**config.mk**
```make
export PLATFORM = sky130hd
export DESIGN_NAME = stw_ram
export DESIGN_NICKNAME = d
export VERILOG_FILES = /design/src/hw/rtl/stw_ram.sv
export SDC_FILE = /design/constraint.sdc
export NUM_CORES = 2
export LEC_CHECK = 0
export BUFFER_PORTS_ARGS = -buffer_cell sky130_fd_sc_hd__buf_2
export CAP_MARGIN = 25
export CORE_UTILIZATION = 53
export CTS_CLUSTER_SIZE = 14
export DETAILED_ROUTE_END_ITERATION = 8
export GPL_TIMING_DRIVEN = 0
export PLACE_DENSITY = 0.7
export SLEW_MARGIN = 20
export SYNTH_ARGS = -nofsm -noshare
export SYNTH_HDL_FRONTEND = slang
export SYNTH_SLANG_ARGS = --single-unit
```
**constraint.sdc**
```tcl
create_clock -name clk -period 3.4 [get_ports clk]
set_input_delay 0.34 -clock clk [delete_from_list [all_inputs] [get_ports clk]]
set_output_delay 0.34 -clock clk [all_outputs]
set_load 0.02 [all_outputs]
```
**src/hw/rtl/stw_ram.sv**
```systemverilog
// Generic single-write, single-read RAM with registered read data.
// No dependencies.
module stw_ram #(
  parameter int ADDR_BITS = 6,
  parameter int DATA_BITS = 32
) (
  input  logic                 clk,
  input  logic                 we,
  input  logic [ADDR_BITS-1:0] waddr,
  input  logic [DATA_BITS-1:0] wdata,
  input  logic [ADDR_BITS-1:0] raddr,
  output logic [DATA_BITS-1:0] rdata
);

  logic [DATA_BITS-1:0] mem [2**ADDR_BITS];

  always_ff @(posedge clk) begin
    if (we) begin
      mem[waddr] <= wdata;
    end
    rdata <= mem[raddr];
  end

endmodule

```
==> impl_metrics.py <==
metrics = {
    "placed_design": {
        "place_inst": 5454,
        "gp_congestion": 0.856,
        "hpwl_um": 153000,
        "portBuffers": 69,
        "post-place-ws_ns": -1.06,
        "place_area_um2": 85000,
    },
    "run_status": {
        "violations": "setup timing",
        "status": "complete, but fails checks",
    },
    "setup_path": {
        "critPathRequiredTime_ns": 4.07,
        "crit_start": "raddr[1]",
        "critPathKind": "in -> reg",
        "path_max_fanout": 10,
        "crit_arrival_ns": 4.15,
        "start_kind": "primary input",
        "r2r-start": "mem[23][1]$_DFFE_PP_",
        "end_kind": "flop",
    },
    "cells_and_area": {
        "area_delta_synth_final_pct": 16.6,
        "fin_util": 0.626,
        "nets": 3794,
        "final-instance-count-excl-fill": 5829,
        "drive_gt1_frac": 0.308,
        "fin_area_um2": 91500,
    },
    "clocking": {
        "cts_tree": "done",
        "clockBufferDepth": 3,
        "cts_inserted_buffers": 200,
        "postCtsSetupRepairBufs": 0,
        "path_clk_slew_ns": 0.06,
        "root_buffer": "clkbuf_16",
        "insertion_delay_ns": 0.84,
        "cts_sinks": 2080,
        "h-tree-depth": 4,
    },
    "flow_run": {
        "drv_cap": 0,
    },
    "sta": {
        "finalSetupTns_ns": -0.196,
        "rsz0062_at_grt": "false",
        "max_freq_mhz": 288,
        "finClkSkew_ns": 0.0497,
        "min_period_ns": 3.48,
        "setup_slack_ns": -0.0780,
        "setup_viol": 4,
        "finalHoldViolCount": 0,
        "post-route-period-util": 1.02,
        "holdWs_ns": 0.0510,
        "drv_slew": 0,
        "relSlewSlack": 0.194,
        "worst_pin_slew_ns": 1.21,
    },
    "synth": {
        "syn_inst": 3324,
        "synth_top_area_share": 0.783,
        "synth_fa_ha_area_frac": 0,
        "synth-compound-area-share": 0.0167,
        "synthSimpleGateAreaFrac": 0.0127,
        "yosys_warnings": 0,
        "yosys.area.top_type": "edfxtp_1",
        "synthMuxAreaShare": 0.168,
        "synth-seq-cells": 2080,
        "syn_avg_cell_area_um2": 23.6,
        "synthesis.area_um2": 78500,
        "synth_top_family_by_area": "multiplexers",
        "ys_seq_area_frac": 0.791,
        "yosysUniqueCellTypes": 34,
        "synth_xor_area_frac": 0,
        "synth_area_leaders": "edfxtp_1 (78%), mux4_2 (16%), mux2i_1 (1.2%), dfxtp_1 (0.82%), o22ai_1 (0.67%)",
        "syn-num-nets": 3370,
    },
    "power": {
        "total_power_mw": 53.2,
        "power-per-cell-area_nw_per_um2": 581,
        "ir_drop_v": 0.000669,
        "power.leakage_nw": 28.7,
    },
    "floorplan": {
        "core_area_um2": 146000,
        "die-area_um2": 150000,
        "die_h_um": 387,
        "ios": 78,
        "row_count": 140,
        "initial_core_util": 0.537,
        "die_w_um": 387,
    },
    "drt": {
        "drt_pre_antenna_iters": 6,
        "drc": 0,
        "vias": 40100,
        "avgRoutedWirePerCell_um": 40.5,
        "ant_nets": 0,
        "vias_per_cell": 6.88,
        "drt_iter0_drc": 6540,
        "wl_um": 236000,
    },
    "hold_path": {
        "hold_start": "wdata[8]",
        "hold_path_class": "in -> reg",
    },
    "global_routing": {
        "grt.total_usage": 0.317,
        "grt-ovfl-total": 0,
        "antenna_found_initial": 16,
        "grt_pass1_vias": 39200,
        "grt_pass1_wl_um": 320000,
        "grt_max_degree": 65,
    },
}
## registers in the layout (all words and copies together), names as in the netlist
name   cells
rdata     32
mem     2048
## metal layers
metal  vias up  GRT usage  routed length (um)
li1      15100          -                   -
met1     21000      0.417               80400
met2      3268      0.487              109000
met3       692     0.0941               32100
met4        10      0.158               14200
met5         -          0                  71
## cells in the final DEF, fill, tap and decap left out, drive strengths merged, types with 7 or more instances in the layout
master / n
a21oi: 62
a22oi: 12
a311oi: 8
buf: 322
bufinv: 11
clkbuf: 341
clkinv: 74
dfxtp: 32
edfxtp: 2048
mux2i: 93
mux4: 544
nand2: 26
nand2b: 8
nor2: 137
nor2b: 15
nor3: 7
o221ai: 27
o22ai: 84
## cell usage after synthesis
| cell type | count |
|---|---|
| nor2_1 | 137 |
| buf_4 | 25 |
| mux4_2 | 544 |
| clkbuf_1 | 74 |
| a311oi_1 | 8 |
| or2_0 | 1 |
| or2_2 | 1 |
| nor2b_1 | 15 |
| nor3_1 | 7 |
| nand2b_1 | 8 |
| buf_6 | 5 |
| mux2i_1 | 93 |
| and3_1 | 4 |
| edfxtp_1 | 2048 |
| and2_1 | 2 |
| buf_1 | 21 |
| nand2_1 | 26 |
| o22ai_1 | 84 |
| a21oi_1 | 62 |
| nand3_1 | 5 |
| nand3b_1 | 5 |
| o32ai_1 | 4 |
| or3b_2 | 3 |
| nand4b_1 | 1 |
| or3_1 | 3 |
| or2_1 | 1 |
| buf_2 | 57 |
| a31oi_1 | 1 |
| o221ai_1 | 27 |
| dfxtp_1 | 32 |
| a41o_1 | 4 |
| nand4_1 | 2 |
| a22oi_1 | 12 |
| or3b_1 | 2 |
## kinds of logic after synthesis
logic type / after synthesis
muxes: 637
DFF: 2080
AOI/OAI and AO/OA: 202
and+or+nand+nor: 223
buffers and inverters: 182
## power by group
group          internal [mW]  total [mW]  switching (mW)  leakage, nW
logic                   1.01        3.03            2.02         6.88
clock network           12.0        21.7            9.67         3.08
registers               28.4        28.4          0.0534         18.7
total                   41.4        53.2            11.7         28.7
## final cells by class
class / instances / area (um2)
repair buffers: 222 / 3720
diodes: 5 / 12.5
flip-flops and latches: 2080 / 62100
well taps: 1917 / 2400
fillers: 9346 / 54700
clock buffers: 267 / 5390
clock inverters: 94 / 960
multi-input cells: 1062 / 16000
plain buffers: 182 / 921
## worst max-delay path: stages
cell and delay (ns):
buf_2 0.45, buf_2 0.43, buf_2 0.37, clkbuf_1 0.89
mux4_2 0.38, o22ai_1 0.09, nor2_1 0.31, a21oi_1 0.24
nor2_1 0.62
## worst paths after layout
kind / endpoint / slack (ns) / depth (start not counted)
worst max-delay path: rdata[0]$_DFF_P_ / -0.08 / 9
worst min register to register: rdata[17]$_DFF_P_ / 0.88 / 4
worst min-delay path: mem[37][8]$_DFFE_PP_ / 0.05 / 1
worst max register to register: rdata[1]$_DFF_P_ / 0.83 / 4
## timing repair
item	CTS	global route
endpoints found under the hold margin	36	54
resized for setup	5	7
endpoints found under the setup margin	4	4
hold buffers	2	3
No activity file was read; power rests on OpenSTA's default activity.
