## config.mk

```make
export PLATFORM = sky130hd
export DESIGN_NAME = stw_unit
export DESIGN_NICKNAME = d
export VERILOG_FILES = /design/src/hw/rtl/stw_pkg.sv /design/src/hw/rtl/stw_unit.sv
export SDC_FILE = /design/constraint.sdc
export NUM_CORES = 1
export LEC_CHECK = 0
export ABC_CLOCK_PERIOD_IN_PS = 4000
export BUFFER_PORTS_ARGS = -buffer_cell sky130_fd_sc_hd__buf_2
export CAP_MARGIN = 15
export CORE_UTILIZATION = 47
export DETAILED_ROUTE_END_ITERATION = 16
export GPL_TIMING_DRIVEN = 0
export PLACE_DENSITY = 0.9
export SLEW_MARGIN = 0
export SYNTH_ARGS = -nofsm -noshare
export SYNTH_HDL_FRONTEND = slang
export SYNTH_SLANG_ARGS = --single-unit
```

## constraint.sdc

```tcl
create_clock -name vclk -period 4
set_clock_uncertainty 0.05 [all_clocks]
set_input_delay 0 -clock vclk [all_inputs]
set_output_delay 0 -clock vclk [all_outputs]
set_load 0.005 [all_outputs]
```

## src/hw/rtl/stw_pkg.sv

```systemverilog
// Station table with aging: shared constants, codes and types.
// No dependencies; imported by every module of the block but stw_ram.
package stw_pkg;

  localparam int STATIONS  = 64;
  localparam int BSS_SLOTS = 8;

  localparam int STA_W    = (STATIONS > 1) ? $clog2(STATIONS) : 1;
  localparam int BSS_W    = (BSS_SLOTS > 1) ? $clog2(BSS_SLOTS) : 1;
  localparam int NB_W     = $clog2(BSS_SLOTS + 1);
  localparam int CNT_W    = STA_W + 1;
  localparam int STAMP_AW = STA_W + BSS_W;

  localparam int ADDR_W   = 48;
  localparam int TIME_W   = 32;
  localparam int TTL_W    = 22;
  localparam int BIU_W    = 4;
  localparam int FUNC_W   = 2;
  localparam int SLOT_W   = 6;
  localparam int BSEL_W   = 3;
  localparam int STATUS_W = 2;
  localparam int FREED_W  = 7;

  localparam int GROUP_BIT = 40;

  localparam int CFG_IDX_W  = 1;
  localparam int CFG_DATA_W = 22;

  localparam int IN_TDATA_W  = 96;
  localparam int OUT_TDATA_W = 16;

  localparam int IN_ADDR_LSB   = 0;
  localparam int IN_CREATE_BIT = 48;
  localparam int IN_NOW_LSB    = 49;
  localparam int IN_SLOT_LSB   = 81;
  localparam int IN_BSEL_LSB   = 87;
  localparam int IN_CONN_BIT   = 90;
  localparam int IN_USED_W     = 91;

  localparam int OUT_IDX_LSB   = 0;
  localparam int OUT_FREED_LSB = 6;
  localparam int OUT_USED_W    = 13;

  localparam logic [TTL_W-1:0] TTL_RESET = TTL_W'(120000);
  localparam logic [BIU_W-1:0] BIU_RESET = BIU_W'(1);

  typedef enum logic [FUNC_W-1:0] {
    FN_LOOKUP = 2'd0,
    FN_EXPIRE = 2'd1,
    FN_SEEN   = 2'd2,
    FN_CONN   = 2'd3
  } func_t;

  typedef enum logic [STATUS_W-1:0] {
    ST_DONE    = 2'd0,
    ST_CREATED = 2'd1,
    ST_NONE    = 2'd2
  } status_t;

  typedef enum logic [CFG_IDX_W-1:0] {
    REG_STATION_TTL = 1'b0,
    REG_BSS_IN_USE  = 1'b1
  } cfg_reg_t;

  typedef enum logic [2:0] {
    S_IDLE,
    S_LK_SCAN,
    S_LK_CLR,
    S_EXP_ENTRY,
    S_EXP_RD,
    S_EXP_EVAL,
    S_RESP
  } state_t;

  typedef struct packed {
    logic [ADDR_W-1:0] key;
    logic [ADDR_W-1:0] entry_addr;
    logic [TIME_W-1:0] now;
    logic [TIME_W-1:0] stamp;
    logic [TTL_W-1:0]  ttl;
  } unit_req_t;

  typedef struct packed {
    logic addr_hit;
    logic key_unicast;
    logic stamp_live;
    logic stamp_aged;
  } unit_rsp_t;

  typedef struct packed {
    logic              we;
    logic [STA_W-1:0]  addr;
    logic [ADDR_W-1:0] data;
  } addr_wr_t;

  typedef struct packed {
    logic                we;
    logic [STAMP_AW-1:0] addr;
    logic [TIME_W-1:0]   data;
  } stamp_wr_t;

endpackage

```

## src/hw/rtl/stw_unit.sv

```systemverilog
// Shared compare unit: address match, unicast test and stamp age check.
// Depends on stw_pkg.
module stw_unit (
  input  stw_pkg::unit_req_t req,
  output stw_pkg::unit_rsp_t rsp
);
  import stw_pkg::*;

  logic [TIME_W-1:0] age;
  logic              live;

  always_comb begin
    age              = req.now - req.stamp;
    live             = (req.stamp != '0);
    rsp.addr_hit     = (req.key == req.entry_addr);
    rsp.key_unicast  = !req.key[GROUP_BIT] && (req.key != '0);
    rsp.stamp_live   = live;
    rsp.stamp_aged   = live && (age >= TIME_W'(req.ttl));
  end

endmodule

```

==> impl_metrics.tcl, run 1 <==
set metrics [dict create \
    drt-initial-drc-count 161 \
    overflow 0 \
    p_leak_nw 2.28 \
    hold_violations 0 \
    placed_cells 743 \
    final_cell_mix "buf_2, inv_1, xor2_1" \
    synth.top_cell.area_share_pct 20.3 \
    routed_via_density 5.80 \
    gp_congestion 0.953 \
    fmax_ghz 0.258 \
    period_share_pct 96.8 \
    layout.nets 902 \
    hold_depth 3 \
    crit_family "compound AO/OA/AOI/OAI gates" \
    seq_area_frac_synth_pct 0 \
    postSynthCellCount 477 \
    slew_headroom_pct 65.7 \
    synth_area_leaders "ha_1, xor2_1, nor4_1, inv_1, a21oi_1" \
    worstPathRequired_ns 3.95 \
    ios 186 \
    p_per_area_nw_per_um2 149 \
    coreArea_um2 6760 \
    max_cap_violations 0 \
    drc 0 \
    synthToLayoutAreaGrowth_pct 33.6 \
    ant_nets 0 \
    grt_pass1_wl_um 18000 \
    worstPathCellList "buf_2 > inv_1 > ha_1 > inv_1 > fa_1 > a211oi_2 > o21ai_2 > a31oi_1 > o211a_1 > nand2b_1 > xnor2_1 > ha_1 > a21oi_1 > o221ai_1 > a31oi_1 > o211ai_1 > a2111o_1 > nor4b_2 > a31oi_1 > buf_2" \
    syn_nets 713 \
    final_common_cell "buf_2" \
    grt_max_degree 11 \
    hp-class "primary input to output port" \
    fp.dieW_um 85.4 \
    worst_path_most_repeated_cell "a31oi_1" \
    finalSetupViolCount 0 \
    met3_length_um 860 \
    maxSlewViolCount 0 \
    arrival_ns 3.82 \
    startpoint_type "primary input" \
    max_slew.worst_pin.slew_ns 0.509 \
    n_antenna_cell 0 \
    wl_met1_um 4520 \
    wl_per_cell_um 15.5 \
    initial_utilization_pct 48.3 \
    crit_path_max_incr_delay_ns 0.43 \
    drt-total-wl_um 11600 \
    top_layer "met4" \
    die-area_um2 7290 \
    critPathSlowestCell "fa_1" \
    wl_met2_um 5960 \
    cp.depth 20 \
    path_buf_inv 4 \
    utilization_pct 64.6 \
    vias 4312 \
    synth-warning-count 0 \
    end_kind "output port" \
    hpwl_um 10300 \
    fin_cells 744 \
    core.rowCount 30 \
    fin_setup_tns_ns 0 \
    netlist-cell-type-count 51 \
    nClkBuffers 0 \
    worstSetupPathType "primary input to output port" \
    ff_latch_area_um2 0 \
    die_h_um 85.4 \
    status "completed" \
    synth.cell_area_um2 3270 \
    drive_above_1_share_pct 32.8 \
    n_sequential_cell 0 \
    antenna_found_initial 0 \
    critPathMaxFanout 4 \
    yosysTopAreaCell "ha_1" \
    syn_area_per_cell_um2 6.85 \
    vdd_drop_max_mv 0.0746 \
    grt_pass1_vias 4147 \
    dr.pass1.iters 5 \
    grtUsageTotal_pct 30.0 \
    rsz0062_at_grt "no" \
    finalCriticalPeriod_ns 3.87 \
    port_buffers 186 \
    hold_buffers 0 \
]
## area by class of cell
cell class,count,area (um^2)
Inverter,59,221
Buffer,10,63.8
Timing Repair Buffer,188,946
Multi-Input combinational cell,407,3030
Tap cell,80,100
Fill cell,636,2390
## Yosys cell counts (3+ instances only)
| cell type | number |
|---|---|
| o21ai_0 | 23 |
| o211ai_1 | 6 |
| nor2_1 | 25 |
| inv_1 | 59 |
| ha_1 | 53 |
| a21o_1 | 9 |
| nand2_1 | 37 |
| nand2b_1 | 7 |
| o21ai_1 | 3 |
| nor4_1 | 37 |
| a211oi_1 | 10 |
| nand3_1 | 9 |
| and3_1 | 5 |
| a21oi_4 | 3 |
| nor3_1 | 10 |
| a21oi_2 | 3 |
| xnor2_1 | 14 |
| o31ai_1 | 4 |
| a21oi_1 | 29 |
| o211a_1 | 3 |
| buf_2 | 5 |
| a31oi_1 | 5 |
| o21a_1 | 6 |
| xor2_1 | 58 |
| nand4_1 | 19 |
## cell families after synthesis
| kind of cell | after synthesis | share of synthesized area (%) |
|---|---|---|
| and+or+nand+nor | 157 | 25.1 |
| AOI/OAI and AO/OA | 123 | 25.6 |
| xor gates and xnor gates | 72 | 19.3 |
| buffers and inverters | 70 | 8.85 |
| adders and majority gates | 54 | 20.9 |
| muxes | 1 | 0.307 |
## power by group
part / internal, mW / switching, mW / total [mW]
registers: 0 / 0 / 0
clock network: 0 / 0 / 0
logic: 0.291 / 0.361 / 0.652
## per-stage QoR
step	total power [mW]	hold WS [ns]	instance area [um^2]	setup WS [ns]
finish	0.652	0.273	4360	0.127
global route	0.723	0.283	4360	0.00173
CTS	0.624	0.265	4300	0.0171
detailed placement	0.619	0.263	4300	0.0385
global placement	0.600	0.258	4300	0.0873
floorplan	0.406	-0.0189	3270	0.831
## per-layer routing
| metal | GRT usage, % | vias to the layer above |
|---|---|---|
| li1 | - | 2128 |
| met1 | 33.0 | 1969 |
| met2 | 59.4 | 191 |
| met3 | 4.67 | 24 |
| met4 | 7.12 | 0 |
| met5 | 0 | - |
## timing repair
| action | CTS | global route |
|---|---|---|
| gates resized for setup | 0 | 11 |
| setup endpoints to repair | 0 | 1 |
| setup buffers | 0 | 2 |
## path summary, 6_finish.rpt
| path | from | end | slack (ns) |
|---|---|---|---|
| min | req[174] | rsp[2] | 0.27 |
| max | req[54] | rsp[0] | 0.13 |
(Power assumes the default switching activity.)
==> run 2: changes to the inputs <==
--- a/config.mk
+++ b/config.mk
@@ -5,10 +5,11 @@
 export SDC_FILE = /design/constraint.sdc
 export NUM_CORES = 1
 export LEC_CHECK = 0
-export ABC_CLOCK_PERIOD_IN_PS = 4000
+export ABC_AREA = 1
+export ABC_CLOCK_PERIOD_IN_PS = 3800
 export BUFFER_PORTS_ARGS = -buffer_cell sky130_fd_sc_hd__buf_2
 export CAP_MARGIN = 15
-export CORE_UTILIZATION = 47
+export CORE_UTILIZATION = 49
 export DETAILED_ROUTE_END_ITERATION = 16
 export GPL_TIMING_DRIVEN = 0
 export PLACE_DENSITY = 0.9
==> constraint.sdc (replaced) <==
create_clock -name vclk -period 3.8
set_clock_uncertainty 0.05 [all_clocks]
set_input_delay 0 -clock vclk [all_inputs]
set_output_delay 0 -clock vclk [all_outputs]
set_load 0.005 [all_outputs]
==> run 2 against run 1 <==
Compared with the run above:
- total power rose by 4.5%
- first-iteration DRC count rose by 58%
- synthesized cell count rose by 46%
- critical path depth rose by 3
- final cell count rose by 32%
- worst hold slack got worse by 0.037 ns
- flip-flop and latch count did not move
- count of clock-buffer cells in the layout did not move
- sequential share of layout area did not move
- setup slack improved by 0.76 ns
- die area rose by 10%
- global-route usage fell by 3.8 points
- largest cell class unchanged
- largest power group unchanged
==> impl_metrics.tcl, run 2 <==
set metrics [dict create \
    critPathMaxFanout 4 \
    ios 186 \
    final_common_cell "nand2_1" \
    synth-warning-count 0 \
    n_sequential_cell 0 \
    synth.area.mux_share_pct 0 \
    period_share_pct 76.7 \
    p_leak_nw 2.99 \
    max_slew.worst_pin.slew_ns 0.435 \
    port_buffers 186 \
    slew_headroom_pct 70.7 \
    startpoint_type "primary input" \
    worstPathCellList "buf_2 > inv_1 > ha_1 > inv_1 > fa_1 > nand3_1 > nand3_1 > nand2_1 > nand2_2 > nand2_1 > nand2_1 > a21oi_1 > xor2_1 > inv_1 > ha_1 > a21oi_1 > a21boi_0 > nand2_1 > nor2_1 > nand3_1 > nor2_1 > nor2_1 > buf_2" \
    rsz0062_at_grt "no" \
    postCtsSetupBuffers 0 \
    status "completed" \
    crit_path_max_incr_delay_ns 0.44 \
    netlist-cell-type-count 33 \
    drt-initial-drc-count 254 \
    seq_area_frac_synth_pct 0 \
    synth.most_common_cell "nand2_1" \
    vias 4758 \
    synth_top_family_by_area "simple AND/OR/NAND/NOR gates" \
    routed_via_density 4.85 \
    drc 0 \
    fin_setup_tns_ns 0 \
    dr.pass1.iters 5 \
    synth-compound-area-share_pct 7.32 \
    ff_latch_area_um2 0 \
    yosysTopAreaCell "nand2_1" \
    final_cell_area_um2 4810 \
    hold_violations 0 \
    synth-simple-area-share_pct 42.8 \
    syn_nets 933 \
    nClkBuffers 0 \
    arrival_ns 2.86 \
    dpl-instance-area_um2 4810 \
    synth.top_cell.area_share_pct 21.0 \
    n_antenna_cell 0 \
    wl_met2_um 5440 \
    worstPathRequired_ns 3.75 \
    hp-class "primary input to output port" \
    p_per_area_nw_per_um2 142 \
    synthToLayoutAreaGrowth_pct 28.1 \
    worstSetupPathType "primary input to output port" \
    setup_slack_ns 0.887 \
    wl_per_cell_um 10.7 \
    ant_nets 0 \
    fmax_ghz 0.343 \
    finalSetupViolCount 0 \
    overflow 0 \
    hold_buffers 0 \
    end_kind "output port" \
    maxSlewViolCount 0 \
    syn_area_per_cell_um2 5.39 \
    vdd_drop_max_mv 0.0680 \
    grt_pass1_vias 4211 \
    synthXorXnorAreaFrac_pct 15.1 \
    drt-total-wl_um 10500 \
    cts_resized 0 \
    drive_above_1_share_pct 24.2 \
    coreArea_um2 7330 \
    utilization_pct 65.7 \
    critPathSlowestCell "fa_1" \
    final_cell_mix "nand2_1, buf_2, inv_1" \
    die-area_um2 8030 \
    hold_slack_ns 0.236 \
    fillers 701 \
    yosys-top-cells-count "nand2_1, inv_1, ha_1" \
    wl_met1_um 4300 \
    layout.nets 1121 \
    max_cap_violations 0 \
    synth.cell_area_um2 3760 \
    top_layer "met4" \
    hpwl_um 9840 \
    synthAdderAreaFrac_pct 18.2 \
    antenna_found_initial 0 \
    core.rowCount 31 \
    grt_pass1_wl_um 17000 \
    postSynthCellCount 697 \
    worst_path_most_repeated_cell "nand2_1" \
    die_h_um 89.6 \
    finalCriticalPeriod_ns 2.91 \
    gp_congestion 0.953 \
    grt_max_degree 7 \
    met3_length_um 631 \
    grtUsageTotal_pct 26.1 \
    fp.dieW_um 89.6 \
    post-place-ws_ns 0.900 \
    initial_utilization_pct 51.3 \
    synth_area_leaders "nand2_1, ha_1, inv_1, xnor2_1, nor2_1" \
]
run 2: cell count changes in the layout (fill, tap and decap cells not counted), moves of 7 or more:
cell      change
nand2b_1      -7
o21ai_0      -21
inv_1       +103
nor4_1       -15
a21o_1        -8
nand2_1     +173
xnor2_1      +30
nor2_1       +25
nand3_1      +18
xor2_1       -37
nand2_2      +13
run 2: layout make-up:
cell class,count,area [um^2],share of cell area (%)
multi-input cells,532,3140,65.2
plain buffers,1,7.51,0.156
repair buffers,186,931,19.3
well taps,99,124,2.57
inverters,164,616,12.8
run 2: per-layer routing:
metal,vias to the layer above,global-route usage (%)
met5,-,0
met4,0,4.18
met3,16,0.640
met2,175,53.5
met1,2022,30.2
li1,2545,-
run 2: worst max-delay path, delay by kind of cell:
family / cells / cell delay, ns
adder cells (fa/ha/maj): 3 / 0.74
AO/OA/AOI/OAI: 3 / 0.57
XOR/XNOR: 1 / 0.16
AND/OR/NAND/NOR: 11 / 0.95
buffers and inverters: 5 / 0.42
run 2: through the flow:
stage               power (mW)  cells
global placement         0.665    982
global route             0.780    982
finish                   0.682    982
detailed placement       0.679    982
floorplan                0.464    697
CTS                      0.681    982
run 2: logic make-up after synthesis:
family | count (synthesis)
AOI/OAI and AO/OA | 47
xor gates and xnor gates | 65
adders and majority gates | 54
buffers and inverters | 165
and+or+nand+nor | 366
run 2: worst paths after layout:
path     start  endpoint  slack, ns  cells past startpoint
max    req[54]    rsp[0]       0.89                     23
min   req[174]    rsp[2]       0.24                      3
run 2: power breakdown:
part / switching (mW) / leakage [nW] / internal [mW]
sequential: 0 / 0 / 0
clock: 0 / 0 / 0
combinational: 0.387 / 2.99 / 0.295
==> run 3: changes to the inputs <==
--- a/config.mk
+++ b/config.mk
@@ -5,11 +5,11 @@
 export SDC_FILE = /design/constraint.sdc
 export NUM_CORES = 1
 export LEC_CHECK = 0
-export ABC_AREA = 1
-export ABC_CLOCK_PERIOD_IN_PS = 3800
+export ABC_AREA = 0
+export ABC_CLOCK_PERIOD_IN_PS = 2800
 export BUFFER_PORTS_ARGS = -buffer_cell sky130_fd_sc_hd__buf_2
 export CAP_MARGIN = 15
-export CORE_UTILIZATION = 49
+export CORE_UTILIZATION = 47
 export DETAILED_ROUTE_END_ITERATION = 16
 export GPL_TIMING_DRIVEN = 0
 export PLACE_DENSITY = 0.9
==> constraint.sdc (replaced) <==
create_clock -name vclk -period 2.8
set_clock_uncertainty 0.05 [all_clocks]
set_input_delay 0 -clock vclk [all_inputs]
set_output_delay 0 -clock vclk [all_outputs]
set_load 0.005 [all_outputs]
==> run 3 against run 2 <==
Compared with the run above:
- the flow now finishes with violations (negative setup slack)
- setup slack got worse by 1.6 ns
- flip-flop and latch count unchanged
- non-clock buffer count increased by 27
- sequential share of layout area unchanged
- global-route usage increased by 5.7 points
- combinational power increased by 51%
- first-iteration DRC count increased by 9.8%
- largest cell class unchanged
- largest power group unchanged
- highest routed layer unchanged
==> impl_metrics.tcl, run 3 (synthesis results as in run 1) <==
set metrics [dict create \
    status "finished with violations" \
    violations "negative setup slack" \
    vdd_drop_max_mv 0.108 \
    layout.nets 918 \
    wl_per_cell_um 16.2 \
    initial_utilization_pct 48.3 \
    fin_setup_tns_ns -0.691 \
    drive_above_1_share_pct 39.1 \
    hold_violations 0 \
    worst_path_most_repeated_cell "buf_4" \
    worstSetupPathType "primary input to output port" \
    overflow 0 \
    max_slew.worst_pin.slew_ns 0.541 \
    critPathSlowestCell "fa_2" \
    gp_congestion 0.967 \
    coreArea_um2 6760 \
    final_common_cell "buf_2" \
    hold_slack_ns 0.261 \
    setup_slack_ns -0.691 \
    dr.pass1.iters 5 \
    nClkBuffers 0 \
    critPathMaxFanout 3 \
    fp.dieW_um 85.4 \
    arrival_ns 3.44 \
    grt_pass1_vias 4363 \
    synthToLayoutAreaGrowth_pct 43.7 \
    ff_latch_area_um2 0 \
    drc 0 \
    hpwl_um 10400 \
    die-area_um2 7290 \
    path_buf_inv 6 \
    drt-total-wl_um 12400 \
    rsz0062_at_grt "yes" \
    worstPathRequired_ns 2.75 \
    hp-class "primary input to output port" \
    dpl-instance-area_um2 4360 \
    utilization_pct 69.4 \
    fillers 556 \
    antenna_found_initial 2 \
    grtUsageTotal_pct 31.8 \
    max_cap_violations 0 \
    startpoint_type "primary input" \
    period_share_pct 125 \
    grt_max_degree 11 \
    vias 4461 \
    crit_path_max_incr_delay_ns 0.36 \
    ant_nets 0 \
    hold_buffers 0 \
    finalCriticalPeriod_ns 3.49 \
    crit_family "compound AO/OA/AOI/OAI gates" \
    final_cell_mix "buf_2, xor2_1, inv_1" \
    die_h_um 85.4 \
    p_per_area_nw_per_um2 220 \
    p_leak_nw 2.38 \
    fmax_ghz 0.286 \
    ios 186 \
    end_kind "output port" \
    grt_pass1_wl_um 19000 \
    slew_headroom_pct 63.6 \
    n_sequential_cell 0 \
    drt-initial-drc-count 279 \
    port_buffers 186 \
    finalSetupViolCount 1 \
    maxSlewViolCount 0 \
    routed_via_density 5.85 \
    final_cell_area_um2 4690 \
    core.rowCount 30 \
    worstPathCellList "buf_6 > inv_12 > ha_4 > inv_2 > fa_2 > a211oi_4 > o21ai_2 > buf_4 > a31oi_4 > buf_4 > o211ai_1 > xor2_1 > ha_1 > o21a_1 > o2111ai_1 > nand2_1 > nand3_1 > a21oi_1 > a2111o_1 > nor4b_2 > a31oi_1 > buf_2" \
]
[run 3: area by class of cell]
cell class                 instances  area (um^2)  area share (%)
antenna                            2         5.00           0.107
timing repair buffer             204         1070            22.9
inverter                          59          234            4.99
tap                               80          100            2.13
multi-input combinational        407         3210            68.4
buffer                            10         72.6            1.55
[run 3: path summary, 6_finish.rpt]
check             startpoint      to  depth (start not counted)
setup / recovery     req[54]  rsp[0]                         22
hold / removal      req[174]  rsp[2]                          3
[run 3: per-stage QoR]
stage / cells / setup slack [ns] / total power [mW]
finish: 762 / -0.691 / 1.03
global route: 762 / -0.841 / 1.13
CTS: 752 / -0.640 / 0.967
detailed placement: 743 / -0.919 / 0.903
global placement: 743 / -0.884 / 0.880
floorplan: 477 / -0.129 / 0.599
[run 3: what timing repair did]
item,4_1_cts,5_1_grt
setup buffers,10,8
setup endpoints to repair,1,1
pin swaps,17,19
resized for setup,25,22
hold endpoints to repair,0,0
[run 3: routing by layer]
layer,vias up,wire length (um),global-route usage (%)
met4,0,492,13.6
met1,2026,4770,34.4
li1,2162,-,-
met3,45,871,4.77
met2,228,6250,61.0
met5,-,0,0
[run 3: report_power, final]
part           leakage (nW)  internal (mW)  switching (mW)     total, mW
registers                 0              0               0             0
logic                  2.38          0.478           0.554          1.03
clock network     0.0000127   0.0000000957               0  0.0000000958
total                  2.38          0.478           0.554          1.03
[run 3: worst min-delay path, stage by stage]
cell,delay (ns)
buf_2,0.13
nor2_1,0.05
buf_2,0.12
