[src/hw/rtl/stw_pkg.sv]
// Station table with aging: shared constants, codes and types.
// No dependencies; imported by every module of the block but stw_ram.
package stw_pkg;

  localparam int STATIONS  = 64;
  localparam int BSS_SLOTS = 8;

  localparam int STA_W    = (STATIONS > 1) ? $clog2(STATIONS) : 1;
  localparam int BSS_W    = (BSS_SLOTS > 1) ? $clog2(BSS_SLOTS) : 1;
  localparam int NB_W     = $clog2(BSS_SLOTS + 1);
  localparam int CNT_W    = STA_W + 1;
  localparam int STAMP_AW = STA_W + BSS_W;

  localparam int ADDR_W   = 48;
  localparam int TIME_W   = 32;
  localparam int TTL_W    = 22;
  localparam int BIU_W    = 4;
  localparam int FUNC_W   = 2;
  localparam int SLOT_W   = 6;
  localparam int BSEL_W   = 3;
  localparam int STATUS_W = 2;
  localparam int FREED_W  = 7;

  localparam int GROUP_BIT = 40;

  localparam int CFG_IDX_W  = 1;
  localparam int CFG_DATA_W = 22;

  localparam int IN_TDATA_W  = 96;
  localparam int OUT_TDATA_W = 16;

  localparam int IN_ADDR_LSB   = 0;
  localparam int IN_CREATE_BIT = 48;
  localparam int IN_NOW_LSB    = 49;
  localparam int IN_SLOT_LSB   = 81;
  localparam int IN_BSEL_LSB   = 87;
  localparam int IN_CONN_BIT   = 90;
  localparam int IN_USED_W     = 91;

  localparam int OUT_IDX_LSB   = 0;
  localparam int OUT_FREED_LSB = 6;
  localparam int OUT_USED_W    = 13;

  localparam logic [TTL_W-1:0] TTL_RESET = TTL_W'(120000);
  localparam logic [BIU_W-1:0] BIU_RESET = BIU_W'(1);

  typedef enum logic [FUNC_W-1:0] {
    FN_LOOKUP = 2'd0,
    FN_EXPIRE = 2'd1,
    FN_SEEN   = 2'd2,
    FN_CONN   = 2'd3
  } func_t;

  typedef enum logic [STATUS_W-1:0] {
    ST_DONE    = 2'd0,
    ST_CREATED = 2'd1,
    ST_NONE    = 2'd2
  } status_t;

  typedef enum logic [CFG_IDX_W-1:0] {
    REG_STATION_TTL = 1'b0,
    REG_BSS_IN_USE  = 1'b1
  } cfg_reg_t;

  typedef enum logic [2:0] {
    S_IDLE,
    S_LK_SCAN,
    S_LK_CLR,
    S_EXP_ENTRY,
    S_EXP_RD,
    S_EXP_EVAL,
    S_RESP
  } state_t;

  typedef struct packed {
    logic [ADDR_W-1:0] key;
    logic [ADDR_W-1:0] entry_addr;
    logic [TIME_W-1:0] now;
    logic [TIME_W-1:0] stamp;
    logic [TTL_W-1:0]  ttl;
  } unit_req_t;

  typedef struct packed {
    logic addr_hit;
    logic key_unicast;
    logic stamp_live;
    logic stamp_aged;
  } unit_rsp_t;

  typedef struct packed {
    logic              we;
    logic [STA_W-1:0]  addr;
    logic [ADDR_W-1:0] data;
  } addr_wr_t;

  typedef struct packed {
    logic                we;
    logic [STAMP_AW-1:0] addr;
    logic [TIME_W-1:0]   data;
  } stamp_wr_t;

endpackage

[src/hw/rtl/stw_seq.sv]
// Sequencer: handshakes, config registers, used/connected bits, table walks.
// Depends on stw_pkg; drives the address RAM, stamp RAM and compare unit.
module stw_seq (
  input  logic                               clk,
  input  logic                               rst_n,
  input  logic                               in_tvalid,
  output logic                               in_tready,
  input  logic [stw_pkg::IN_TDATA_W-1:0]     in_tdata,
  input  logic [stw_pkg::FUNC_W-1:0]         in_tuser,
  output logic                               out_tvalid,
  input  logic                               out_tready,
  output logic [stw_pkg::OUT_TDATA_W-1:0]    out_tdata,
  output logic [stw_pkg::STATUS_W-1:0]       out_tuser,
  input  logic                               cfg_wr_en,
  input  logic [stw_pkg::CFG_IDX_W-1:0]      cfg_index,
  input  logic [stw_pkg::CFG_DATA_W-1:0]     cfg_data,
  output stw_pkg::addr_wr_t                  addr_wr,
  output logic [stw_pkg::STA_W-1:0]          addr_raddr,
  input  logic [stw_pkg::ADDR_W-1:0]         addr_rdata,
  output stw_pkg::stamp_wr_t                 stamp_wr,
  output logic [stw_pkg::STAMP_AW-1:0]       stamp_raddr,
  input  logic [stw_pkg::TIME_W-1:0]         stamp_rdata,
  output stw_pkg::unit_req_t                 unit_req,
  input  stw_pkg::unit_rsp_t                 unit_rsp
);
  import stw_pkg::*;

  state_t              state_r, state_nxt;
  logic [TTL_W-1:0]    ttl_r;
  logic [BIU_W-1:0]    biu_r;
  logic [STATIONS-1:0] used_r, used_nxt;
  logic [STATIONS-1:0] conn_r, conn_nxt;
  logic [ADDR_W-1:0]   key_r, key_nxt;
  logic                create_r, create_nxt;
  logic [TIME_W-1:0]   now_r, now_nxt;
  logic [CNT_W-1:0]    scan_i_r, scan_i_nxt;
  logic                cmp_v_r, cmp_v_nxt;
  logic [STA_W-1:0]    cmp_i_r, cmp_i_nxt;
  logic                have_free_r, have_free_nxt;
  logic [STA_W-1:0]    free_r, free_nxt;
  logic [BSS_W-1:0]    b_r, b_nxt;
  logic                any_r, any_nxt;
  logic [NB_W-1:0]     nb_r, nb_nxt;
  logic [CNT_W-1:0]    freed_r, freed_nxt;
  status_t             res_status_r, res_status_nxt;
  logic [STA_W-1:0]    res_idx_r, res_idx_nxt;
  logic                out_valid_r, out_valid_nxt;
  status_t             out_status_r, out_status_nxt;
  logic [SLOT_W-1:0]   out_idx_r, out_idx_nxt;
  logic [FREED_W-1:0]  out_freed_r, out_freed_nxt;

  func_t             in_func;
  logic [ADDR_W-1:0] in_key;
  logic              in_create;
  logic [TIME_W-1:0] in_now;
  logic [SLOT_W-1:0] in_slot_f;
  logic [BSEL_W-1:0] in_bsel_f;
  logic [STA_W-1:0]  in_slot;
  logic [BSS_W-1:0]  in_bsel;
  logic              in_conn;
  logic              in_slot_ok;
  logic              in_bsel_ok;
  logic [NB_W-1:0]   nb_cfg;
  logic [STA_W-1:0]  cur;
  logic              lk_issue;
  logic              lk_hit;
  logic              lk_create;
  logic              clr_last;
  logic              ent_end;
  logic              exp_last;
  logic              exp_any;
  logic              out_free;

  assign in_func    = func_t'(in_tuser);
  assign in_key     = in_tdata[IN_ADDR_LSB +: ADDR_W];
  assign in_create  = in_tdata[IN_CREATE_BIT];
  assign in_now     = in_tdata[IN_NOW_LSB +: TIME_W];
  assign in_slot_f  = in_tdata[IN_SLOT_LSB +: SLOT_W];
  assign in_bsel_f  = in_tdata[IN_BSEL_LSB +: BSEL_W];
  assign in_conn    = in_tdata[IN_CONN_BIT];
  assign in_slot    = STA_W'(in_slot_f);
  assign in_bsel    = BSS_W'(in_bsel_f);
  assign in_slot_ok = (int'(in_slot_f) < STATIONS);
  assign in_bsel_ok = (int'(in_bsel_f) < BSS_SLOTS);
  assign nb_cfg     = (int'(biu_r) > BSS_SLOTS) ? NB_W'(BSS_SLOTS) : NB_W'(biu_r);

  assign cur        = scan_i_r[STA_W-1:0];
  assign lk_issue   = (scan_i_r != CNT_W'(STATIONS));
  assign lk_hit     = cmp_v_r && used_r[cmp_i_r] && unit_rsp.addr_hit;
  assign lk_create  = create_r && have_free_r && unit_rsp.key_unicast;
  assign clr_last   = (b_r == BSS_W'(BSS_SLOTS - 1));
  assign ent_end    = (scan_i_r == CNT_W'(STATIONS));
  assign exp_last   = ((NB_W'(b_r) + NB_W'(1)) == nb_r);
  assign exp_any    = any_r || (unit_rsp.stamp_live && !unit_rsp.stamp_aged);
  assign out_free   = !out_valid_r || out_tready;

  assign addr_raddr  = cur;
  assign stamp_raddr = {cur, b_r};

  assign unit_req.key        = key_r;
  assign unit_req.entry_addr = addr_rdata;
  assign unit_req.now        = now_r;
  assign unit_req.stamp      = stamp_rdata;
  assign unit_req.ttl        = ttl_r;

  assign in_tready  = (state_r == S_IDLE);
  assign out_tvalid = out_valid_r;
  assign out_tuser  = out_status_r;
  always_comb begin
    out_tdata = '0;
    out_tdata[OUT_IDX_LSB +: SLOT_W]    = out_idx_r;
    out_tdata[OUT_FREED_LSB +: FREED_W] = out_freed_r;
  end

  // next state
  always_comb begin
    state_nxt = state_r;
    case (state_r)
      S_IDLE: begin
        if (in_tvalid) begin
          case (in_func)
            FN_LOOKUP: state_nxt = S_LK_SCAN;
            FN_EXPIRE: state_nxt = S_EXP_ENTRY;
            default:   state_nxt = S_RESP;
          endcase
        end
      end
      S_LK_SCAN: begin
        if (lk_hit) begin
          state_nxt = S_RESP;
        end else if (!lk_issue) begin
          state_nxt = lk_create ? S_LK_CLR : S_RESP;
        end
      end
      S_LK_CLR: begin
        if (clr_last) state_nxt = S_RESP;
      end
      S_EXP_ENTRY: begin
        if (ent_end) begin
          state_nxt = S_RESP;
        end else if (used_r[cur] && (nb_r != '0)) begin
          state_nxt = S_EXP_RD;
        end
      end
      S_EXP_RD:   state_nxt = S_EXP_EVAL;
      S_EXP_EVAL: state_nxt = exp_last ? S_EXP_ENTRY : S_EXP_RD;
      S_RESP: begin
        if (out_free) state_nxt = S_IDLE;
      end
      default: state_nxt = S_IDLE;
    endcase
  end

  // datapath and outputs
  always_comb begin
    used_nxt       = used_r;
    conn_nxt       = conn_r;
    key_nxt        = key_r;
    create_nxt     = create_r;
    now_nxt        = now_r;
    scan_i_nxt     = scan_i_r;
    cmp_v_nxt      = cmp_v_r;
    cmp_i_nxt      = cmp_i_r;
    have_free_nxt  = have_free_r;
    free_nxt       = free_r;
    b_nxt          = b_r;
    any_nxt        = any_r;
    nb_nxt         = nb_r;
    freed_nxt      = freed_r;
    res_status_nxt = res_status_r;
    res_idx_nxt    = res_idx_r;
    out_valid_nxt  = out_valid_r && !out_tready;
    out_status_nxt = out_status_r;
    out_idx_nxt    = out_idx_r;
    out_freed_nxt  = out_freed_r;
    addr_wr        = '0;
    stamp_wr       = '0;

    case (state_r)
      S_IDLE: begin
        if (in_tvalid) begin
          key_nxt        = in_key;
          create_nxt     = in_create;
          now_nxt        = in_now;
          scan_i_nxt     = '0;
          cmp_v_nxt      = 1'b0;
          have_free_nxt  = 1'b0;
          nb_nxt         = nb_cfg;
          freed_nxt      = '0;
          res_status_nxt = ST_NONE;
          res_idx_nxt    = '0;
          case (in_func)
            FN_EXPIRE: res_status_nxt = ST_DONE;
            FN_SEEN: begin
              if (in_slot_ok && in_bsel_ok && used_r[in_slot]) begin
                stamp_wr.we    = 1'b1;
                stamp_wr.addr  = {in_slot, in_bsel};
                stamp_wr.data  = in_now;
                res_status_nxt = ST_DONE;
              end
            end
            FN_CONN: begin
              if (in_slot_ok && used_r[in_slot]) begin
                conn_nxt[in_slot] = in_conn;
                res_status_nxt    = ST_DONE;
              end
            end
            default: ;
          endcase
        end
      end
      S_LK_SCAN: begin
        cmp_v_nxt = lk_issue;
        if (lk_issue) begin
          cmp_i_nxt  = cur;
          scan_i_nxt = scan_i_r + CNT_W'(1);
          if (!used_r[cur] && !have_free_r) begin
            have_free_nxt = 1'b1;
            free_nxt      = cur;
          end
        end
        if (lk_hit) begin
          res_status_nxt = ST_DONE;
          res_idx_nxt    = cmp_i_r;
        end else if (!lk_issue && lk_create) begin
          addr_wr.we       = 1'b1;
          addr_wr.addr     = free_r;
          addr_wr.data     = key_r;
          used_nxt[free_r] = 1'b1;
          conn_nxt[free_r] = 1'b0;
          res_status_nxt   = ST_CREATED;
          res_idx_nxt      = free_r;
          b_nxt            = '0;
        end
      end
      S_LK_CLR: begin
        // new entry starts with every stamp unseen
        stamp_wr.we   = 1'b1;
        stamp_wr.addr = {free_r, b_r};
        stamp_wr.data = '0;
        b_nxt         = b_r + BSS_W'(1);
      end
      S_EXP_ENTRY: begin
        if (!ent_end) begin
          if (!used_r[cur]) begin
            scan_i_nxt = scan_i_r + CNT_W'(1);
          end else if (nb_r == '0) begin
            if (!conn_r[cur]) begin
              used_nxt[cur] = 1'b0;
              freed_nxt     = freed_r + CNT_W'(1);
            end
            scan_i_nxt = scan_i_r + CNT_W'(1);
          end else begin
            b_nxt   = '0;
            any_nxt = 1'b0;
          end
        end
      end
      S_EXP_RD: ;
      S_EXP_EVAL: begin
        if (unit_rsp.stamp_aged) begin
          stamp_wr.we   = 1'b1;
          stamp_wr.addr = {cur, b_r};
          stamp_wr.data = '0;
        end
        any_nxt = exp_any;
        if (exp_last) begin
          if (!exp_any && !conn_r[cur]) begin
            used_nxt[cur] = 1'b0;
            freed_nxt     = freed_r + CNT_W'(1);
          end
          scan_i_nxt = scan_i_r + CNT_W'(1);
        end else begin
          b_nxt = b_r + BSS_W'(1);
        end
      end
      S_RESP: begin
        if (out_free) begin
          out_valid_nxt  = 1'b1;
          out_status_nxt = res_status_r;
          out_idx_nxt    = SLOT_W'(res_idx_r);
          out_freed_nxt  = FREED_W'(freed_r);
        end
      end
      default: ;
    endcase
  end

  always_ff @(posedge clk) begin
    if (!rst_n) begin
      state_r     <= S_IDLE;
      ttl_r       <= TTL_RESET;
      biu_r       <= BIU_RESET;
      used_r      <= '0;
      conn_r      <= '0;
      cmp_v_r     <= 1'b0;
      out_valid_r <= 1'b0;
    end else begin
      state_r     <= state_nxt;
      used_r      <= used_nxt;
      conn_r      <= conn_nxt;
      cmp_v_r     <= cmp_v_nxt;
      out_valid_r <= out_valid_nxt;
      if (cfg_wr_en) begin
        case (cfg_reg_t'(cfg_index))
          REG_STATION_TTL: ttl_r <= cfg_data[TTL_W-1:0];
          REG_BSS_IN_USE:  biu_r <= cfg_data[BIU_W-1:0];
          default: ;
        endcase
      end
    end
  end

  always_ff @(posedge clk) begin
    key_r        <= key_nxt;
    create_r     <= create_nxt;
    now_r        <= now_nxt;
    scan_i_r     <= scan_i_nxt;
    cmp_i_r      <= cmp_i_nxt;
    have_free_r  <= have_free_nxt;
    free_r       <= free_nxt;
    b_r          <= b_nxt;
    any_r        <= any_nxt;
    nb_r         <= nb_nxt;
    freed_r      <= freed_nxt;
    res_status_r <= res_status_nxt;
    res_idx_r    <= res_idx_nxt;
    out_status_r <= out_status_nxt;
    out_idx_r    <= out_idx_nxt;
    out_freed_r  <= out_freed_nxt;
  end

endmodule

[config.mk]
export PLATFORM = sky130hd
export DESIGN_NAME = stw_seq
export DESIGN_NICKNAME = d
export VERILOG_FILES = /design/src/hw/rtl/stw_pkg.sv /design/src/hw/rtl/stw_seq.sv
export SDC_FILE = /design/constraint.sdc
export NUM_CORES = 1
export LEC_CHECK = 0
export ABC_AREA = 0
export BUFFER_PORTS_ARGS = -buffer_cell sky130_fd_sc_hd__buf_2
export CAP_MARGIN = 25
export CORE_AREA = 2 2 203 205
export CTS_CLUSTER_DIAMETER = 150
export CTS_CLUSTER_SIZE = 12
export DETAILED_ROUTE_END_ITERATION = 8
export DIE_AREA = 0 0 205 207
export PLACE_DENSITY = 0.79
export SLEW_MARGIN = 10
export SYNTH_ARGS = -nofsm -noshare
export SYNTH_HDL_FRONTEND = slang
export SYNTH_SLANG_ARGS = --single-unit
[constraint.sdc]
create_clock -name clk -period 3.6 [get_ports clk]
set_input_delay 0.18 -clock clk [delete_from_list [all_inputs] [get_ports clk]]
set_output_delay 0.18 -clock clk [all_outputs]
set_load 0.02 [all_outputs]
==> run_results.csv <==
group,metric,value,unit
floorplanning,rows,74,
sta,layout_min_cycle_time,3.55,ns
logic_synthesis,yosysSeqAreaShare,44.5,%
route,drc,0,
logic_synthesis,synth_cell_type_count,80,
logic_synthesis,yosys.area.top_type,"edfxtp_1",
critical_path,crit_slowest_cell,"nor3b_4",
global_routing,grt_usage,33.9,%
place,dp.cells,2483,
critical_path,cp-end-kind,"primary output",
global_routing,grt_overflow,0,
logic_synthesis,synth_top_area_share,25.2,%
outcome,status,"finished, final reports clean",
sta,slew_headroom,28.1,%
critical_path,regToRegEndpoint,"used_r[1]",
power,power_frac_seq,35.8,%
logic_synthesis,synthArstFlopShare,0,%
place,io_buffers,355,
job,maxCapViolCount,0,
power,p_per_area,651,nW/um^2
sta,timing.fmax,281,MHz
logic_synthesis,synth_area_leaders,"edfxtp_1, dfxtp_1, buf_4, and2_1, nor3_1",
global_routing,grt_max_degree,87,
cts,cts_made_buffers,28,
route,vias,17081,
power,comb_power_share,43.4,%
sta,min_period_over_period,98.7,%
floorplanning,die_w,205,um
logic_synthesis,syn-cell-area,16500,um^2
cts,clk-insertion-delay-late,0.59,ns
logic_synthesis,ys_warn_count,0,
worst_hold_path,hold_path_depth,3,
layout,fillers,3601,
floorplanning,design.core.area,40400,um^2
layout,nets,2309,
logic_synthesis,syn_inst,1731,
logic_synthesis,ys_top_cells_by_count,"dfxtp_1, nand2_1, edfxtp_1",
layout,multi_input_area,7770,um^2
critical_path,max_stage_delay,0.45,ns
logic_synthesis,ys_ff_latch,298,
cts,htreeDepth,1,
route,antenna_left,0,
route,drt-initial-drc-count,2935,
worst_hold_path,hp-class,"input port to flop",
power,power_frac_clock,20.9,%
power,switching_share,43.3,%
floorplanning,dieArea,42400,um^2
cts,root_buffer,"clkbuf_16",
sta,setup_violations,0,
global_routing,antenna_found_initial,2,
layout,drive_gt1_share,30.3,%
cts,cts_tree,"built",
global_routing,grt_pass1_wl,108,mm
logic_synthesis,yosysMostFrequentCell,"dfxtp_1",
cts,cts.sinks,298,
route,drt-total-wl,75.0,mm
cts,clock_path_buffers,3,
floorplanning,die_h,207,um
route,wire_per_inst,28.3,um
critical_path,path_cells,"mux2_2 > a221oi_1 > o22ai_1 > a22oi_1 > and4bb_2 > nor2b_1 > nor3b_4 > buf_4 > and2_1 > buf_2",
logic_synthesis,syn_avg_cell_area,9.56,um^2
sta,finalHoldViolCount,0,
power,ir_drop,0.541,mV
worst_hold_path,hold_end,"any_r",
place,dp_hpwl,53.2,mm
worst_hold_path,hold_start,"unit_rsp[1]",
critical_path,arrival,3.37,ns
power,internal_power,7.61,mW
critical_path,crit_type,"flop to primary output",
critical_path,r2r_cells,10,
floorplanning,start_util,41.0,%
place,gp_congestion,1.11,
critical_path,required,3.42,ns
critical_path,cp_max_fo,28,
layout,syn2layout_area_growth,24.5,%
route,viasPerCell,6.45,
power,power,13.4,mW
layout,fin_cells,2647,
critical_path,timing.rr.start,"scan_i_r[1]",
sta,worst_pin_slew,1.07,ns
logic_synthesis,synth_edf_count,139,
cts,clkTransAtPathRegs,0.07,ns
power,p_sw,5.80,mW
layout,regArea,7360,um^2
sta,maxSlewViolCount,0,
route,firstDrtPassIters,6,
sta,fin_skew,0.0177,ns
critical_path,crit_path_start_kind,"flop",
floorplanning,num_io_pins,524,
global_routing,grt_pass1_vias,16349,
critical_path,r2r_setup_slack,0.20,ns
power,power.leakage,7.94,nW
logic_synthesis,synth_ff_type,"dfxtp_1",
==> final cells by class <==
cell class,count,area share (%)
clock buffers,46,3.78
repair buffers,588,19.1
diodes,4,0.0486
well taps,532,3.23
clock inverters,1,0.0790
inverters,16,0.328
multi-input cells,1162,37.7
flip-flops and latches,298,35.7
==> logic make-up after synthesis <==
| logic type | after synthesis | share of synthesized area, % |
|---|---|---|
| and+or+nand+nor | 594 | 18.5 |
| AOI/OAI and AO/OA | 482 | 21.0 |
| DFF | 298 | 44.5 |
| buffers and inverters | 273 | 8.81 |
| muxes | 64 | 6.10 |
| xor gates and xnor gates | 14 | 0.741 |
| adders and majority gates | 5 | 0.378 |
| other | 1 | 0.0227 |
==> layout by cell type (no fill, tap or decap), drive strengths merged, types with 23 or more instances in the layout <==
cell         Yosys  layout
clkbuf         101      48
o21ai           60      60
dfxtp          159     159
nor2            60      60
dlygate4sd3      0     109
a221oi          36      36
mux4            27      27
nor3           124     124
a21oi          102     102
o221a           51      51
o22ai           62      62
edfxtp         139     139
nand2          147     147
nor2b           24      24
mux2            25      25
nand3           53      53
buf            156     477
and2           102     102
nor4            23      23
a22oi           73      73
==> worst max-delay path: cells and delay by family (launching register included) <==
kind / cells / cell delay [ns]
AND/OR/NAND/NOR: 4 / 1.21
buffers and inverters: 2 / 0.54
AO/OA/AOI/OAI: 3 / 0.45
flip-flops: 1 / 0.39
multiplexers: 1 / 0.18
==> stage by stage <==
step | hold WS (ns) | setup WS (ns) | TNS [ns] | util, % | instance area (um^2)
2_1_floorplan | 0.279 | 0.0956 | 0 | - | 16600
3_5_place_dp | 0.358 | 0.275 | 0 | 46.2 | 18600
6_report | 0.0600 | 0.0473 | 0 | 51.0 | 20600
5_1_grt | 0.118 | -0.0190 | -0.0190 | 51.0 | 20600
4_1_cts | 0.0530 | 0.0183 | 0 | 50.9 | 20500
3_3_place_gp | 0.356 | 0.343 | 0 | 46.1 | 18600
==> flip-flops by register name, summed over array words and instances, names as in the netlist, 4 cells and up <==
name / cells
res_idx_r: 6
ttl_r: 22
used_r: 64
now_r: 32
key_r: 48
scan_i_r: 7
free_r: 6
nb_r: 4
out_freed_r: 7
out_idx_r: 6
cmp_i_r: 6
conn_r: 64
biu_r: 4
freed_r: 7
==> power groups by stage <==
stage          clock (mW)  combinational, mW  sequential, mW
2_1_floorplan           0               3.26            4.89
3_3_place_gp            0               5.38            4.82
3_5_place_dp            0               5.46            4.84
4_1_cts              2.79               5.60            4.76
5_1_grt              2.92               6.07            4.82
6_report             2.80               5.81            4.79
==> layer usage <==
metal | vias to the layer above | wire (um) | track usage [%]
met4 | 4 | 5380 | 20.9
met2 | 1500 | 33500 | 51.9
met3 | 305 | 10600 | 10.0
li1 | 7194 | - | -
met5 | - | 25 | 0
met1 | 8078 | 25500 | 41.8
==> what timing repair did <==
item,CTS,global route
pin swaps,1,0
hold endpoints to repair,109,0
buffers inserted,2,0
cloned,0,1
endpoints found under the setup margin,54,80
resized for setup,0,3
hold buffers,109,0
==> how the worst max path moves through the flow <==
stage / startpoint / endpoint / slack (ns) / cells after the start
finish: used_r[55] / stamp_wr[29] / 0.05 / 10
global placement: cmp_i_r[0] / used_r[1] / 0.34 / 10
floorplan: state_r[2] / conn_r[42] / 0.1 / 9
CTS: used_r[55] / stamp_wr[29] / 0.02 / 10
global route: used_r[55] / stamp_wr[29] / -0.02 / 10
detailed placement: in_tdata[83] / stamp_wr[29] / 0.28 / 12
Power figures use the tool's default switching activity.
